[src/hw/rtl/qfts_pkg.sv]
// qfts_pkg: shared types and constants for the two-stack queue
// used by the channel interfaces and every module of the block
package qfts_pkg;

  localparam int DEPTH_DEF = 16;
  localparam int DATA_W    = 32;
  localparam int KIND_W    = 2;

  typedef logic [KIND_W-1:0] kind_t;

  localparam kind_t KIND_ENQ  = 2'd0;
  localparam kind_t KIND_DEQ  = 2'd1;
  localparam kind_t KIND_PEEK = 2'd2;

  typedef enum logic [1:0] {
    ST_OK    = 2'd0,
    ST_FULL  = 2'd1,
    ST_EMPTY = 2'd2
  } status_t;

endpackage

[src/hw/rtl/qfts_in_if.sv]
// qfts_in_if: request channel of the two-stack queue (operation and word)
// depends on qfts_pkg
interface qfts_in_if;
  logic                                valid;
  logic                                ready;
  qfts_pkg::kind_t                     kind;
  logic signed [qfts_pkg::DATA_W-1:0]  value;

  modport source (output valid, output kind, output value, input ready);
  modport sink   (input valid, input kind, input value, output ready);
endinterface

[src/hw/rtl/qfts_out_if.sv]
// qfts_out_if: response channel of the two-stack queue (word and status)
// depends on qfts_pkg
interface qfts_out_if;
  logic                                valid;
  logic                                ready;
  logic signed [qfts_pkg::DATA_W-1:0]  data;
  qfts_pkg::status_t                   status;

  modport source (output valid, output data, output status, input ready);
  modport sink   (input valid, input data, input status, output ready);
endinterface

[src/hw/rtl/queue_from_two_stacks.sv]
// queue_from_two_stacks: fifo queue built from an inbox and an outbox stack
// depends on qfts_pkg, qfts_in_if, qfts_out_if and qfts_ram
//
//   channel  dir  fields           meaning
//   req      in   kind, value      0 enqueue, 1 dequeue, 2 peek; word to push
//   rsp      out  data, status     read word or zero; 0 ok, 1 full, 2 empty
//
// enqueue, refused requests and unused kinds: answered straight from idle
// dequeue/peek with a filled outbox: outbox read, then response
// dequeue/peek with an empty outbox: first the refill that moves one entry
//   per cycle through the inbox read port, then outbox read and response
// reset clears both counts and the control state; the stores are never cleared
// a request is taken only in idle while the response register is free or
//   being drained in the same cycle
module queue_from_two_stacks #(
  parameter int DEPTH = qfts_pkg::DEPTH_DEF
) (
  input  logic        clk,
  input  logic        rst,
  qfts_in_if.sink     req,
  qfts_out_if.source  rsp
);

  localparam int AW = $clog2(DEPTH);
  localparam int CW = $clog2(DEPTH + 1);
  localparam int DW = qfts_pkg::DATA_W;

  typedef enum logic [1:0] {
    S_IDLE,
    S_MOVE,
    S_LOOK,
    S_FETCH
  } state_t;

  state_t                state;
  logic [CW-1:0]         in_cnt;
  logic [CW-1:0]         out_cnt;
  logic                  mv_pend;
  logic                  op_deq;
  logic                  out_valid;
  logic signed [DW-1:0]  out_data;
  qfts_pkg::status_t     out_status;

  logic                  take;
  logic                  out_free;
  logic                  in_full;
  logic                  q_empty;
  logic                  is_read;
  logic                  rsp_load;
  logic [CW-1:0]         in_cnt_dec;
  logic [CW-1:0]         out_cnt_dec;

  logic                  ib_we;
  logic [AW-1:0]         ib_waddr;
  logic [DW-1:0]         ib_wdata;
  logic                  ib_re;
  logic [AW-1:0]         ib_raddr;
  logic [DW-1:0]         ib_rdata;

  logic                  ob_we;
  logic [AW-1:0]         ob_waddr;
  logic                  ob_re;
  logic [AW-1:0]         ob_raddr;
  logic [DW-1:0]         ob_rdata;

  always_comb begin
    out_free    = !out_valid || rsp.ready;
    req.ready   = (state == S_IDLE) && out_free;
    take        = req.valid && req.ready;
    in_full     = (in_cnt == CW'(DEPTH));
    q_empty     = (in_cnt == '0) && (out_cnt == '0);
    in_cnt_dec  = in_cnt - CW'(1);
    out_cnt_dec = out_cnt - CW'(1);
    is_read     = (req.kind == qfts_pkg::KIND_DEQ) || (req.kind == qfts_pkg::KIND_PEEK);
    // response register gets a new transfer this cycle
    rsp_load    = (take && !(is_read && !q_empty)) || ((state == S_FETCH) && out_free);

    // push goes straight into the inbox store
    ib_we    = take && (req.kind == qfts_pkg::KIND_ENQ) && !in_full;
    ib_waddr = in_cnt[AW-1:0];
    ib_wdata = req.value;

    // refill: read inbox top each cycle, write the word in the next cycle
    ib_re    = (state == S_MOVE) && (in_cnt != '0);
    ib_raddr = in_cnt_dec[AW-1:0];
    ob_we    = (state == S_MOVE) && mv_pend;
    ob_waddr = out_cnt[AW-1:0];

    ob_re    = (state == S_LOOK);
    ob_raddr = out_cnt_dec[AW-1:0];
  end

  qfts_ram #(.DEPTH(DEPTH), .WIDTH(DW)) u_inbox (
    .clk   (clk),
    .we    (ib_we),
    .waddr (ib_waddr),
    .wdata (ib_wdata),
    .re    (ib_re),
    .raddr (ib_raddr),
    .rdata (ib_rdata)
  );

  qfts_ram #(.DEPTH(DEPTH), .WIDTH(DW)) u_outbox (
    .clk   (clk),
    .we    (ob_we),
    .waddr (ob_waddr),
    .wdata (ib_rdata),
    .re    (ob_re),
    .raddr (ob_raddr),
    .rdata (ob_rdata)
  );

  always_ff @(posedge clk) begin
    if (rst) begin
      state     <= S_IDLE;
      in_cnt    <= '0;
      out_cnt   <= '0;
      mv_pend   <= 1'b0;
      out_valid <= 1'b0;
    end else begin
      if (out_valid && rsp.ready && !rsp_load) begin
        out_valid <= 1'b0;
      end
      case (state)
        S_IDLE: begin
          if (take) begin
            op_deq <= (req.kind == qfts_pkg::KIND_DEQ);
            case (req.kind)
              qfts_pkg::KIND_ENQ: begin
                out_valid <= 1'b1;
                out_data  <= '0;
                if (in_full) begin
                  out_status <= qfts_pkg::ST_FULL;
                end else begin
                  out_status <= qfts_pkg::ST_OK;
                  in_cnt     <= in_cnt + CW'(1);
                end
              end
              qfts_pkg::KIND_DEQ, qfts_pkg::KIND_PEEK: begin
                if (q_empty) begin
                  out_valid  <= 1'b1;
                  out_data   <= '0;
                  out_status <= qfts_pkg::ST_EMPTY;
                end else if (out_cnt == '0) begin
                  mv_pend <= 1'b0;
                  state   <= S_MOVE;
                end else begin
                  state <= S_LOOK;
                end
              end
              default: begin
                out_valid  <= 1'b1;
                out_data   <= '0;
                out_status <= qfts_pkg::ST_OK;
              end
            endcase
          end
        end
        S_MOVE: begin
          if (in_cnt != '0) begin
            in_cnt <= in_cnt_dec;
          end
          if (mv_pend) begin
            out_cnt <= out_cnt + CW'(1);
          end
          mv_pend <= (in_cnt != '0);
          if ((in_cnt == '0) && !mv_pend) begin
            state <= S_LOOK;
          end
        end
        S_LOOK: begin
          state <= S_FETCH;
        end
        S_FETCH: begin
          // wait here with the read word held until the response slot frees
          if (out_free) begin
            out_valid  <= 1'b1;
            out_data   <= ob_rdata;
            out_status <= qfts_pkg::ST_OK;
            if (op_deq) begin
              out_cnt <= out_cnt_dec;
            end
            state <= S_IDLE;
          end
        end
        default: begin
          state <= S_IDLE;
        end
      endcase
    end
  end

  assign rsp.valid  = out_valid;
  assign rsp.data   = out_data;
  assign rsp.status = out_status;

endmodule

[src/hw/rtl/qfts_ram.sv]
// qfts_ram: one stack store, one write port and one read port
// read data is registered and holds while no read is issued
module qfts_ram #(
  parameter int DEPTH = qfts_pkg::DEPTH_DEF,
  parameter int WIDTH = qfts_pkg::DATA_W
) (
  input  logic                       clk,
  input  logic                       we,
  input  logic [$clog2(DEPTH)-1:0]   waddr,
  input  logic [WIDTH-1:0]           wdata,
  input  logic                       re,
  input  logic [$clog2(DEPTH)-1:0]   raddr,
  output logic [WIDTH-1:0]           rdata
);

  logic [WIDTH-1:0] mem [DEPTH];

  always_ff @(posedge clk) begin
    if (we) begin
      mem[waddr] <= wdata;
    end
    if (re) begin
      rdata <= mem[raddr];
    end
  end

endmodule
[src/flat_wrapper.sv]
// flat-port wrapper written by rule: the top's interface ports become plain ports
module queue_from_two_stacks_flat 
#(
  parameter int DEPTH = qfts_pkg::DEPTH_DEF
)
  (clk, rst, req_valid, req_kind, req_value, req_ready, rsp_valid, rsp_data, rsp_status, rsp_ready);
  qfts_in_if req_i ();
  qfts_out_if rsp_i ();
  input  logic clk;
  input  logic rst;
  input wire logic [$bits(req_i.valid)-1:0] req_valid;
  input wire logic [$bits(req_i.kind)-1:0] req_kind;
  input wire logic [$bits(req_i.value)-1:0] req_value;
  output wire logic [$bits(req_i.ready)-1:0] req_ready;
  output wire logic [$bits(rsp_i.valid)-1:0] rsp_valid;
  output wire logic [$bits(rsp_i.data)-1:0] rsp_data;
  output wire logic [$bits(rsp_i.status)-1:0] rsp_status;
  input wire logic [$bits(rsp_i.ready)-1:0] rsp_ready;
  assign req_i.valid = req_valid;
  assign req_i.kind = req_kind;
  assign req_i.value = req_value;
  assign req_ready = req_i.ready;
  assign rsp_valid = rsp_i.valid;
  assign rsp_data = rsp_i.data;
  assign rsp_status = rsp_i.status;
  assign rsp_i.ready = rsp_ready;
  queue_from_two_stacks #(.DEPTH(DEPTH)) u_core (.clk(clk), .rst(rst), .req(req_i), .rsp(rsp_i));
endmodule
[config.mk]
export PLATFORM = sky130hd
export DESIGN_NAME = queue_from_two_stacks_flat
export DESIGN_NICKNAME = d
export VERILOG_FILES = /design/src/hw/rtl/qfts_pkg.sv /design/src/hw/rtl/qfts_in_if.sv /design/src/hw/rtl/qfts_out_if.sv /design/src/hw/rtl/queue_from_two_stacks.sv /design/src/hw/rtl/qfts_ram.sv /design/src/flat_wrapper.sv
export SDC_FILE = /design/constraint.sdc
export NUM_CORES = 1
export LEC_CHECK = 0
export ABC_AREA = 1
export ABC_CLOCK_PERIOD_IN_PS = 5400
export BUFFER_PORTS_ARGS = -buffer_cell sky130_fd_sc_hd__buf_2
export CAP_MARGIN = 20
export CORE_ASPECT_RATIO = 1.2
export CORE_MARGIN = 1.5
export CORE_UTILIZATION = 44
export CTS_CLUSTER_SIZE = 10
export DETAILED_ROUTE_END_ITERATION = 10
export PLACE_DENSITY = 0.67
export SLEW_MARGIN = 25
export SYNTH_ARGS = -nofsm -noshare
export SYNTH_HDL_FRONTEND = slang
export SYNTH_SLANG_ARGS = --single-unit
[constraint.sdc]
create_clock -name clk -period 5.4 [get_ports clk]
set_clock_uncertainty 0.1 [all_clocks]
set_input_delay 1.08 -clock clk [delete_from_list [all_inputs] [get_ports clk]]
set_output_delay 1.08 -clock clk [all_outputs]
set_load 0.05 [all_outputs]
==> results.toml, run 1 <==
[status]
status = "finished, final reports clean"

[global_routing]
track_usage = 0.201
antenna_found_initial = 5
grt_pass1_vias = 26300
grt_max_degree = 221
grt_pass1_wl_um = 159000
grt_remaining_overflow = 0

[sta]
period_share = 0.695
clock.fmax_mhz = 266
finalHoldViolCount = 0
worst_pin_slew_ns = 1.06
setup_ws_ns = 1.65
holdWs_ns = 0.340
min_period_ns = 3.75
slew_violations = 0
final-setup-viol-count = 0
grt_setup_unrepaired = "no"
tns_ns = 0
relSlewSlack = 0.296

[power]
p_total_mw = 26.2
pwr-share-comb = 0.281
p_leak_nw = 16.4
power.switching_mw = 8.97
clkPwrFrac = 0.293
seq_power_share = 0.427
intPower_mw = 17.2
vdd_drop_max_mv = 0.593
switching_share = 0.343
powerDensity_mw_per_mm2 = 519

[yosys]
synth_ff_type = "edfxtp_1"
ys_seq_area_frac = 0.758
synth_enable_flop_cells = 1123
synth_area_per_cell_um2 = 13.2
syn_area_mm2 = 0.0448
syn_nets = 3440
synth_cells = 3384
ys_types = 32
ys_warn_count = 0
async_flop_share = 0
ys_seq_elements = 1137

[placement]
io_buffer_count = 73
dp_cells = 4666
gp_routability_congestion = 0.795
hpwl_um = 55800
dp_slack_ns = 1.56
dpl-instance-area_mm2 = 0.0468

[clock_tree]
cts_buffer_depth = 3
clk_latency_ns = 0.72
numCtsBuffers = 132
cts_tree = "yes"
post-cts-setup-buffers = 0
root_buffer = "clkbuf_16"
cts_hold_buf = 0
cts.clk_slew.worst_paths_ns = 0.06
cts_resized = 0
cts.sinks = 1137
h-tree-depth = 4

[floorplanning]
core_area_mm2 = 0.101
initial_core_util = 0.443
die_x_um = 294
chipHeight_um = 353
ios = 74
rows = 128
die_area_mm2 = 0.104

[layout]
design_area_mm2 = 0.0504
layout.nets = 3491
layout_commonest_cell = "edfxtp_1"
area_growth_syn_to_layout_pct = 12.3
final_cell_mix = "1123 x edfxtp_1, 793 x nor2_1, 458 x o21ai_0, 257 x o211ai_1, 158 x nand2_1"
layout.cells.non_filler = 4830
drive_gt1_frac = 0.0979
utilization = 0.498

[worst_setup_path]
reg2reg_depth = 8
reg2reg_to = "u_core.u_inbox.rdata[9]"
r2r_start = "u_core.in_cnt[0]"
start_kind = "register"
r2r_slack_ns = 1.65
cp.arrival_ns = 4.11
slowest_delay_ns = 0.75
worst_path_max_delay_cell = "clkinv_2"
cp_max_fo = 54
path_class = "reg -> reg"
end_kind = "register"
worstPathRequired_ns = 5.75
path_cells = "inv_6, ha_4, clkinv_2, buf_4, o21ai_0, o211ai_1, nand3_1, nand2_1"

[routing]
ant_nets = 0
drc = 0
finalWirelength_um = 104000
vias = 27000
dr.pass1.iters = 6
vias_per_cell = 5.58
post_drt_wl_per_cell_um = 21.6
drt_iter0_drc = 2768

[min_path]
min_path_type = "reg -> reg"
holdCritStartpoint = "u_core.mv_pend"
hold-path-cell-count = 2
hold_path_end = "u_core.mv_pend"

[flow_run]
maxCapViolations = 0
[synthesized netlist by cell type, drive strengths merged (4+ instances only)]
master / number / area (µm²)
edfxtp: 1123 / 33700
nor2: 823 / 3100
o21ai: 523 / 2620
o211ai: 257 / 1930
nand2: 158 / 593
nand3: 147 / 751
buf: 137 / 807
clkbuf: 80 / 308
inv: 71 / 269
ha: 18 / 225
dfxtp: 14 / 280
a21oi: 11 / 55.1
nand4: 5 / 31.3
xor2: 5 / 58.8
nor3: 4 / 20.0
[layer usage]
layer | track usage | wire [µm] | up-vias
met4 | 0.0713 | 3020 | 6
li1 | - | - | 12400
met3 | 0.0357 | 7340 | 190
met2 | 0.332 | 51400 | 1074
met5 | 0 | 34 | -
met1 | 0.268 | 42600 | 13300
[worst max-delay path: cells and delay by family (launching register included)]
| kind | cells | cell delay (ns) |
|---|---|---|
| buffers and inverters | 3 | 1.47 |
| adders and majority gates | 1 | 0.70 |
| DFF | 1 | 0.66 |
| and+or+nand+nor | 2 | 0.26 |
| AOI/OAI and AO/OA | 2 | 0.25 |
[power groups by stage]
| stage | logic (mW) | clock network, mW | registers, mW |
|---|---|---|---|
| floorplan | 5.02 | 0 | 11.3 |
| detailed placement | 7.33 | 0 | 11.3 |
| global placement | 7.21 | 0 | 11.3 |
| CTS | 7.36 | 7.78 | 11.2 |
| finish | 7.34 | 7.66 | 11.2 |
| global route | 8.11 | 8.12 | 11.2 |
[registers in the layout, indices dropped and copies added (netlist names)]
| register | flops |
|---|---|
| u_core.u_outbox.mem | 512 |
| u_core.rsp.status | 2 |
| u_core.u_inbox.mem | 512 |
| u_core.u_inbox.rdata | 32 |
| u_core.state | 2 |
| u_core.u_outbox.rdata | 32 |
| u_core.mv_pend | 1 |
| u_core.op_deq | 1 |
| u_core.in_cnt | 5 |
| u_core.rsp.valid | 1 |
| u_core.rsp.data | 32 |
| u_core.out_cnt | 5 |
[cell type report]
type,count,area (µm²)
repair buffers,134,1040
clock inverters,15,148
clock buffers,148,3410
flip-flops and latches,1137,34000
fillers,8536,50800
multi-input cells,1959,9780
well taps,1365,1710
diodes,1,2.50
inverters,71,280
[cells by family after synthesis]
family                   count (synthesis)  synth area share
buffers and inverters                  288            0.0309
AO/OA/AOI/OAI                          794             0.103
adder cells (fa/ha/maj)                 18           0.00502
flip-flops                            1137             0.758
AND/OR/NAND/NOR                       1140             0.101
XOR/XNOR                                 7           0.00204
[worst max-delay path by stage]
stage	cells after the start	from	slack, ns	endpoint
after CTS	8	u_core.in_cnt[0]	1.61	u_core.u_inbox.rdata[9]
after global routing	9	u_core.in_cnt[0]	1.36	u_core.u_inbox.rdata[29]
after floorplan	6	rsp_ready	0.19	u_core.u_inbox.mem[3][0]
final	8	u_core.in_cnt[0]	1.65	u_core.u_inbox.rdata[9]
after detailed placement	8	rsp_ready	1.56	u_core.u_inbox.mem[4][23]
after global placement	7	rsp_ready	1.61	u_core.u_inbox.mem[1][25]
(Power assumes the default switching activity.)
==> run 2: changes to the inputs <==
- ABC_CLOCK_PERIOD_IN_PS: 5400 -> 3500
- clock period: 5.4 -> 3.5 ns (I/O delays scaled with it)
==> run 2 against run 1 <==
Clock power rose by 58%. Utilization is 0.42 points higher. Die area unchanged. Routed wire length shrank 1.9%. Combinational power increased by 59%. Cell area increased by 0.85%. Non-clock buffer count up 10. Critical path depth is 2 lower. Total power rose by 56%. Register-to-register slack worse by 0.95 ns. Worst hold slack got worse by 0.22 ns. Sequential cell count did not move. Critical path type is now reg -> out.
==> results.toml, run 2 (synthesis gave the netlist of run 1 again) <==
[placement]
hpwl_um = 55300
dp_cells = 4676
io_buffer_count = 73
gp_routability_congestion = 0.791
dpl-instance-area_mm2 = 0.0471

[floorplanning]
initial_core_util = 0.443
ios = 74
core_area_mm2 = 0.101
die_x_um = 294
rows = 128
chipHeight_um = 353
die_area_mm2 = 0.104

[min_path]
min_path_type = "in -> reg"
hold_path_end = "u_core.out_cnt[3]"
hold-path-cell-count = 2
holdCritStartpoint = "rst"

[clock_tree]
cts_buffer_depth = 3
cts_resized = 0
clk_latency_ns = 0.74
cts_hold_buf = 0
cts_tree = "yes"
root_buffer = "clkbuf_16"
cts.sinks = 1137
cts.clk_slew.worst_paths_ns = 0.06
h-tree-depth = 4
post-cts-setup-buffers = 0
numCtsBuffers = 132

[sta]
clock.fmax_mhz = 339
finalHoldViolCount = 0
slew_violations = 0
grt_setup_unrepaired = "no"
min_period_ns = 2.95
worst_pin_slew_ns = 0.967
relSlewSlack = 0.355
final-setup-viol-count = 0
period_share = 0.842

[power]
p_total_mw = 40.9
powerDensity_mw_per_mm2 = 806
p_leak_nw = 16.6
vdd_drop_max_mv = 0.778

[global_routing]
grt_pass1_vias = 26300
grt_remaining_overflow = 0
antenna_found_initial = 3
grt_max_degree = 192
grt_pass1_wl_um = 155000
track_usage = 0.198

[layout]
design_area_mm2 = 0.0508
top_regs = "u_core.u_inbox.mem (512), u_core.u_outbox.mem (512)"
area_growth_syn_to_layout_pct = 13.3
n_antenna_cell = 0
drive_gt1_frac = 0.101
utilization = 0.502
layout_commonest_cell = "edfxtp_1"
layout.nets = 3501
layout.cells.non_filler = 4842
final_cell_mix = "1123 x edfxtp_1, 793 x nor2_1, 458 x o21ai_0, 257 x o211ai_1, 158 x nand2_1"

[worst_setup_path]
path_class = "reg -> out"
start_kind = "register"
reg2reg_depth = 10
r2r_start = "u_core.state[0]"
reg2reg_to = "u_core.u_inbox.mem[14][9]"
cp_max_fo = 12
worstPathRequired_ns = 2.70
r2r_slack_ns = 0.70
cp.arrival_ns = 2.15
end_kind = "primary output"

[routing]
finalWirelength_um = 102000
vias_per_cell = 5.54
drc = 0
vias = 26800
dr.pass1.iters = 7
post_drt_wl_per_cell_um = 21.2
drt_iter0_drc = 2664
ant_nets = 0

[flow_run]
maxCapViolations = 0

[status]
status = "finished, final reports clean"
## run 2: power breakdown
group / internal [mW] / total, mW / switching [mW]
Combinational: 3.39 / 11.7 / 8.33
Clock: 6.97 / 12.1 / 5.10
Sequential: 16.4 / 17.1 / 0.694
## run 2: how the worst max path moves through the flow
stage / slack, ns / depth (start not counted) / end / startpoint
finish: 0.55 / 6 / req_ready / u_core.state[0]
global route: 0.42 / 6 / req_ready / u_core.state[1]
CTS: 0.52 / 6 / req_ready / u_core.state[0]
detailed placement: 0.64 / 8 / u_core.u_inbox.mem[14][28] / rsp_ready
global placement: 0.64 / 8 / u_core.u_inbox.mem[14][20] / rsp_ready
floorplan: -0.47 / 6 / u_core.u_inbox.mem[0][0] / rsp_ready
## run 2: through the flow
stage	hold WS [ns]	TNS, ns	worst slack (ns)
2_1_floorplan	0.321	-181.96	-0.474
3_3_place_gp	0.330	0	0.640
3_5_place_dp	0.339	0	0.643
4_1_cts	0.0717	0	0.520
5_1_grt	0.113	0	0.419
6_report	0.120	0	0.553
## run 2: area by class of cell
class,count,area [µm²]
Sequential cell,1137,34000
Multi-Input combinational cell,1959,9790
Timing Repair Buffer,144,1340
Clock buffer,151,3420
Tap cell,1365,1710
Inverter,71,280
Fill cell,8585,50400
Clock inverter,15,258
## run 2: critical path, stage by stage (launching register included)
cell and delay, ns:
dfxtp_1 0.33, inv_1 0.12, ha_1 0.16, buf_4 0.19, inv_1 0.08, a21oi_1 0.17
buf_2 0.37
## run 2: metal layers
metal | vias to the layer above | wire (µm) | global-route usage
met4 | 2 | 2880 | 0.0671
met3 | 200 | 7420 | 0.0470
met2 | 880 | 50400 | 0.325
li1 | 12400 | - | -
met5 | - | 8 | 0
met1 | 13300 | 41800 | 0.257
